$ cat src/sv/twepa_pkg.sv
`timescale 1ns / 1ps
`default_nettype none

package twepa_pkg;

  // Field widths
  localparam int RAW_W   = 12;
  localparam int POSE_W  = 16;
  localparam int POS_W   = 32;
  localparam int NUM_WHL = 3;

  // Default wheel counter width
  localparam int COUNTER_BITS_DEF = 12;

  // Preset arithmetic: Q16 coefficients, products and three-term sums
  localparam int Q16_SH = 16;
  localparam int PROD_W = 37;
  localparam int SUM_W  = 40;

  localparam logic signed [PROD_W-1:0] K_BIG   = PROD_W'(89522);
  localparam logic signed [PROD_W-1:0] K_SMALL = PROD_W'(23986);
  localparam logic signed [PROD_W-1:0] K_ROT   = PROD_W'(787186);

  // Opcodes and channel codes
  localparam logic OP_SAMPLE = 1'b0;
  localparam logic OP_PRESET = 1'b1;
  localparam logic [1:0] CH_INVALID = 2'd3;

  typedef logic signed [POSE_W-1:0] pose_t;
  typedef logic signed [POS_W-1:0]  pos_t;
  typedef logic signed [PROD_W-1:0] prod_t;
  typedef logic signed [SUM_W-1:0]  sum_t;

  // Divide by 2^16, truncating toward zero, keep low 32 bits
  function automatic pos_t q16_trunc(input sum_t s);
    sum_t adj;
    sum_t shf;
    adj = s + (s[SUM_W-1] ? SUM_W'(65535) : SUM_W'(0));
    shf = adj >>> Q16_SH;
    return shf[POS_W-1:0];
  endfunction

endpackage

`default_nettype wire

$ cat src/sv/twepa_in_if.sv
`timescale 1ns / 1ps
`default_nettype none

interface twepa_in_if import twepa_pkg::*; ();
  logic             valid;
  logic             ready;
  logic             op;
  logic [1:0]       channel;
  logic [RAW_W-1:0] raw_count;
  pose_t            pose_x;
  pose_t            pose_y;
  pose_t            pose_theta;

  modport source (output valid, op, channel, raw_count, pose_x, pose_y, pose_theta,
                  input ready);
  modport sink   (input valid, op, channel, raw_count, pose_x, pose_y, pose_theta,
                  output ready);
endinterface

interface twepa_out_if import twepa_pkg::*; ();
  logic valid;
  logic ready;
  pos_t position;

  modport source (output valid, position, input ready);
  modport sink   (input valid, position, output ready);
endinterface

`default_nettype wire

$ cat src/sv/three_wheel_encoder_position_accumulator.sv
`timescale 1ns / 1ps
`default_nettype none
// A sample word is held in the input register once accepted, then loaded into the result
//   register when the output can take it; a preset updates the positions in the cycle after acceptance.
// Throughput: one word per cycle while the output is not stalled, set by the single update stage
//   behind the input register; the preset multiplies by constants on the way into that register.
// Reset (synchronous, rst_n low): all positions and last counter readings cleared to 0.
module three_wheel_encoder_position_accumulator import twepa_pkg::*; #(
  parameter int COUNTER_BITS = COUNTER_BITS_DEF
) (
  input  wire         clk,
  input  wire         rst_n,
  twepa_in_if.sink    in_s,
  twepa_out_if.source out_s
);

  localparam int RAW_KEEP = (COUNTER_BITS < RAW_W) ? COUNTER_BITS : RAW_W;
  localparam int CB       = COUNTER_BITS;

  // Input stage registers
  logic          s1_valid_r;
  logic          s1_op_r;
  logic [1:0]    s1_ch_r;
  logic [CB-1:0] s1_raw_r;
  prod_t         s1_xb_r, s1_xs_r, s1_yb_r, s1_ys_r, s1_tr_r;
  pose_t         s1_x_r, s1_y_r;

  // Wheel state
  logic [CB-1:0] last_raw_r [NUM_WHL];
  pos_t          pos_r      [NUM_WHL];

  // Result register
  logic out_valid_r;
  pos_t out_pos_r;

  logic s1_adv;
  logic s1_ch_ok;

  // Handshake: a preset leaves no result, so it never waits on the output side
  assign s1_adv    = s1_valid_r && (s1_op_r == OP_PRESET || !out_valid_r || out_s.ready);
  assign in_s.ready = !s1_valid_r || s1_adv;
  assign s1_ch_ok  = (s1_ch_r != CH_INVALID);

  assign out_s.valid    = out_valid_r;
  assign out_s.position = out_pos_r;

  // Input register: capture word, constant products for a preset
  always_ff @(posedge clk) begin
    if (!rst_n) begin
      s1_valid_r <= 1'b0;
    end else if (in_s.ready) begin
      s1_valid_r <= in_s.valid;
    end
    if (in_s.ready && in_s.valid) begin
      s1_op_r  <= in_s.op;
      s1_ch_r  <= in_s.channel;
      s1_raw_r <= CB'(in_s.raw_count[RAW_KEEP-1:0]);
      s1_x_r   <= in_s.pose_x;
      s1_y_r   <= in_s.pose_y;
      s1_xb_r  <= PROD_W'(in_s.pose_x) * K_BIG;
      s1_xs_r  <= PROD_W'(in_s.pose_x) * K_SMALL;
      s1_yb_r  <= PROD_W'(in_s.pose_y) * K_BIG;
      s1_ys_r  <= PROD_W'(in_s.pose_y) * K_SMALL;
      s1_tr_r  <= PROD_W'(in_s.pose_theta) * K_ROT;
    end
  end

  // Sample path: wrapped counter delta, sign-extended, added to the chosen wheel
  logic [1:0]    ch_idx;
  logic [CB-1:0] delta;
  pos_t          delta_ext;
  pos_t          pos_new;

  assign ch_idx    = s1_ch_ok ? s1_ch_r : 2'd0;
  assign delta     = s1_raw_r - last_raw_r[ch_idx];
  assign delta_ext = {{(POS_W-CB){delta[CB-1]}}, delta};
  assign pos_new   = pos_r[ch_idx] + delta_ext;

  // Preset path: three-term sums, truncated toward zero
  sum_t sum0, sum1, sum2;

  always_comb begin
    sum0 = -SUM_W'(s1_xb_r) - SUM_W'(s1_ys_r) - SUM_W'(s1_tr_r);
    sum1 = (SUM_W'(s1_x_r) <<< Q16_SH) - (SUM_W'(s1_y_r) <<< Q16_SH) - SUM_W'(s1_tr_r);
    sum2 = SUM_W'(s1_xs_r) + SUM_W'(s1_yb_r) - SUM_W'(s1_tr_r);
  end

  // State update
  always_ff @(posedge clk) begin
    if (!rst_n) begin
      for (int i = 0; i < NUM_WHL; i++) begin
        last_raw_r[i] <= '0;
        pos_r[i]      <= '0;
      end
    end else if (s1_adv) begin
      if (s1_op_r == OP_PRESET) begin
        pos_r[0] <= q16_trunc(sum0);
        pos_r[1] <= q16_trunc(sum1);
        pos_r[2] <= q16_trunc(sum2);
      end else if (s1_ch_ok) begin
        last_raw_r[ch_idx] <= s1_raw_r;
        pos_r[ch_idx]      <= pos_new;
      end
    end
  end

  // Result register
  always_ff @(posedge clk) begin
    if (!rst_n) begin
      out_valid_r <= 1'b0;
    end else if (s1_adv && s1_op_r == OP_SAMPLE) begin
      out_valid_r <= 1'b1;
    end else if (out_s.ready) begin
      out_valid_r <= 1'b0;
    end
    if (s1_adv && s1_op_r == OP_SAMPLE) begin
      out_pos_r <= s1_ch_ok ? pos_new : '0;
    end
  end

endmodule

`default_nettype wire

$ cat src/flat_wrapper.sv
// flat-port wrapper written by rule: the top's interface ports become plain ports
module three_wheel_encoder_position_accumulator_flat import twepa_pkg::*;
#(
  parameter int COUNTER_BITS = COUNTER_BITS_DEF
)
  (clk, rst_n, in_s_valid, in_s_op, in_s_channel, in_s_raw_count, in_s_pose_x, in_s_pose_y, in_s_pose_theta, in_s_ready, out_s_valid, out_s_position, out_s_ready);
  twepa_in_if in_s_i ();
  twepa_out_if out_s_i ();
  input  wire clk;
  input  wire rst_n;
  input wire logic [$bits(in_s_i.valid)-1:0] in_s_valid;
  input wire logic [$bits(in_s_i.op)-1:0] in_s_op;
  input wire logic [$bits(in_s_i.channel)-1:0] in_s_channel;
  input wire logic [$bits(in_s_i.raw_count)-1:0] in_s_raw_count;
  input wire logic [$bits(in_s_i.pose_x)-1:0] in_s_pose_x;
  input wire logic [$bits(in_s_i.pose_y)-1:0] in_s_pose_y;
  input wire logic [$bits(in_s_i.pose_theta)-1:0] in_s_pose_theta;
  output wire logic [$bits(in_s_i.ready)-1:0] in_s_ready;
  output wire logic [$bits(out_s_i.valid)-1:0] out_s_valid;
  output wire logic [$bits(out_s_i.position)-1:0] out_s_position;
  input wire logic [$bits(out_s_i.ready)-1:0] out_s_ready;
  assign in_s_i.valid = in_s_valid;
  assign in_s_i.op = in_s_op;
  assign in_s_i.channel = in_s_channel;
  assign in_s_i.raw_count = in_s_raw_count;
  assign in_s_i.pose_x = in_s_pose_x;
  assign in_s_i.pose_y = in_s_pose_y;
  assign in_s_i.pose_theta = in_s_pose_theta;
  assign in_s_ready = in_s_i.ready;
  assign out_s_valid = out_s_i.valid;
  assign out_s_position = out_s_i.position;
  assign out_s_i.ready = out_s_ready;
  three_wheel_encoder_position_accumulator #(.COUNTER_BITS(COUNTER_BITS)) u_core (.clk(clk), .rst_n(rst_n), .in_s(in_s_i), .out_s(out_s_i));
endmodule
$ cat config.mk
export PLATFORM = sky130hd
export DESIGN_NAME = three_wheel_encoder_position_accumulator_flat
export DESIGN_NICKNAME = d
export VERILOG_FILES = /design/src/sv/twepa_pkg.sv /design/src/sv/twepa_in_if.sv /design/src/sv/three_wheel_encoder_position_accumulator.sv /design/src/flat_wrapper.sv
export SDC_FILE = /design/constraint.sdc
export NUM_CORES = 2
export LEC_CHECK = 0
export ABC_AREA = 1
export BUFFER_PORTS_ARGS = -buffer_cell sky130_fd_sc_hd__clkbuf_2
export CORE_ASPECT_RATIO = 1.2
export CORE_UTILIZATION = 55
export CTS_CLUSTER_SIZE = 8
export DETAILED_ROUTE_END_ITERATION = 8
export PLACE_DENSITY = 0.74
export SLEW_MARGIN = 0
export SYNTH_ARGS = -nofsm -noshare
export SYNTH_HDL_FRONTEND = slang
export SYNTH_SLANG_ARGS = --single-unit
$ cat constraint.sdc
create_clock -name clk -period 36.3 [get_ports clk]
set_input_delay 5.445 -clock clk [delete_from_list [all_inputs] [get_ports clk]]
set_output_delay 5.445 -clock clk [all_outputs]
set_load 0.02 [all_outputs]
==> impl_metrics.py <==
metrics = {
    "cells_and_area": {
        "nNetsFinal": 8072,
        "syn_to_final_growth_pct": 6.693,
        "drive_gt1_share_pct": 4.070,
        "fillers": 8701,
    },
    "floorplan": {
        "die_h_um": 348.2,
        "core_um2": 98690,
        "row_count": 126,
        "die_area_um2": 101200,
        "die_x_um": 290.5,
        "floorplan.initialDensity_pct": 55.67,
        "ios": 101,
    },
    "routing": {
        "via_per_inst": 5.519,
        "drtPass1Iterations": 6,
        "wire_per_inst_um": 19.67,
        "first_iter_violations": 2995,
        "vias": 43690,
        "wl_mm": 155.7,
        "drc": 0,
        "ant_nets": 0,
    },
    "synth": {
        "ys_seq_elements": 407,
        "yosys.area.top_type": "edfxtp_1",
        "synth_cell_type_count": 56,
        "yosysWarnings": 0,
        "async_flop_share_pct": 0,
        "ys_top_cells_by_area": "edfxtp_1, fa_1, ha_1, inv_1, nand2_1",
        "ys_top_cells_by_count": "inv_1, nand2_1, ha_1",
        "synthesis.nets": 7945,
        "synth_top_area_share_pct": 22.14,
        "synthCells": 6488,
        "synth-edff-count": 405,
        "yosysMostFrequentCell": "inv_1",
        "ys_seq_area_share_pct": 22.21,
        "syn_area_per_cell_um2": 8.468,
        "synth_ff_type": "edfxtp_1",
        "synth.cell_area_um2": 54940,
    },
    "place": {
        "place.gp.congestion": 1.024,
        "numPortBuffers": 100,
        "place_hpwl_mm": 131.2,
    },
    "clock_tree": {
        "cts-resized-gates": 0,
        "clk_latency_ps": 640,
        "cts_sinks": 407,
        "clk_path_buf_depth": 3,
        "clk_transition_reported_paths_ps": 50,
        "numCtsBuffers": 58,
        "ctsHtreeMaxLevel": 2,
        "cts_root_buf": "clkbuf_16",
        "cts_hold_buffers": 0,
        "post_cts_buffers": 0,
        "cts_tree": "yes",
    },
    "timing": {
        "fmax_mhz": 86.32,
        "tns_ps": 0,
        "final-setup-viol-count": 0,
        "finalCriticalPeriod_ps": 11580,
        "period_share_pct": 31.91,
        "slew_viol_final": 0,
        "grt_setup_unrepaired": "no",
        "tightest_slew_ps": 1060,
        "finalHoldViolCount": 0,
        "finalClockSkew_ps": 38.76,
        "max_slew_margin_pct": 29.15,
    },
    "setup_path": {
        "crit_required_ps": 30850,
        "arrival_ps": 6140,
        "cp_max_fo": 4,
        "cp-start-kind": "input pin",
        "end_kind": "primary output",
        "crit_type": "in -> out",
    },
    "global_routing": {
        "grt_overflow_total": 0,
        "grt_pass1_wl_mm": 242.5,
        "grt_util_all_layers_pct": 31.16,
        "grt_pass1_vias": 44580,
        "grt_max_degree": 89,
        "antenna_found_initial": 7,
    },
    "flow_run": {
        "cap_viol_max_count": 0,
    },
    "min_path": {
        "worstHoldPathType": "reg -> reg",
    },
    "run_status": {
        "status": "complete, no violations",
    },
}
kinds of logic (layout without fill, tap and decap cells):
family,after synthesis,after routing,synth area share (%)
AND/OR/NAND/NOR,2124,2124,16.21
buffers and inverters,1518,1664,10.40
adder cells (fa/ha/maj),1390,1390,39.16
AO/OA/AOI/OAI,811,811,8.233
flip-flops,407,407,22.21
XOR/XNOR,238,238,3.794
other,0,2,0
sequential cells by signal, indices dropped and copies added, names as in the netlist:
name	flops
u_core.s1_y_r	16
u_core.s1_yb_r	30
u_core.out_s.valid	1
u_core.s1_ys_r	27
u_core.s1_ch_r	2
u_core.s1_tr_r	36
u_core.last_raw_r	48
u_core.s1_raw_r	12
u_core.s1_xs_r	28
u_core.s1_xb_r	29
u_core.s1_op_r	1
u_core.pos_r	128
u_core.s1_x_r	16
u_core.out_s.position	32
u_core.s1_valid_r	1
metrics by stage:
step                setup WS [ps]  hold slack, ps  util (%)  cells  cell area [µm²]
global placement            24750           457.8     57.78   7835            57020
global route                24630           483.0     59.39   7916            58620
CTS                         24710           472.5     59.39   7914            58610
floorplan                   20160           426.4         -   6488            54940
finish                      24720           477.0     59.39   7916            58620
detailed placement          24730           446.3     57.78   7835            57020
routing by layer:
metal  vias up  part of all wire [%]  GRT usage, %
met3       405                   4.7         3.006
li1      21040                     -             -
met1     20900                    39         36.10
met2      1341                    49         55.66
met4         6                   7.0         19.13
met5         -                 0.031             0
critical path, stage by stage:
cell and delay, ps:
clkbuf_2 80, nor2_1 290, nand3_1 140, clkbuf_2 180
cell type report:
cell class	instances	area, µm²	area share (%)
diodes	2	5.005	0.008538
inverters	1465	5499	9.381
multi-input cells	4563	37070	63.23
flip-flops and latches	407	12200	20.82
repair buffers	120	650.6	1.110
clock buffers	73	1539	2.626
clock inverters	6	53.80	0.09179
well taps	1280	1602	2.732
cell usage in the layout (no fill, tap or decap), drive strengths merged, types with 4 or more instances in the layout:
cell    instances
a211oi          7
o221ai          6
a31oi          30
nand4          53
a32o           10
nor2          538
fa            549
clkinv          6
edfxtp        405
a21boi         19
o21bai         22
xnor2          75
and3            7
nand2        1128
buf            20
nand3b         15
nand3         284
o31ai           7
a21oi         345
nor4           11
xor2          163
clkbuf        173
and2            4
inv          1464
o21ai         270
o22ai          38
o21a           12
ha            841
o211ai         11
a21o           26
nor3           57
or2            26
path summary, 6_finish.rpt:
check,to,depth (start not counted),from,slack [ps]
worst max register to register,u_core.pos_r[0][30],32,u_core.s1_ch_r[1],29680
worst min register to register,u_core.last_raw_r[3][0],0,u_core.s1_raw_r[0],480
worst min-delay path,u_core.last_raw_r[3][0],0,u_core.s1_raw_r[0],480
worst max-delay path,in_s_ready,4,out_s_ready,24720
Power is left out: the tool's default activity adds up to more than one toggle a clock period on the data nets, which glitch-free logic cannot reach.
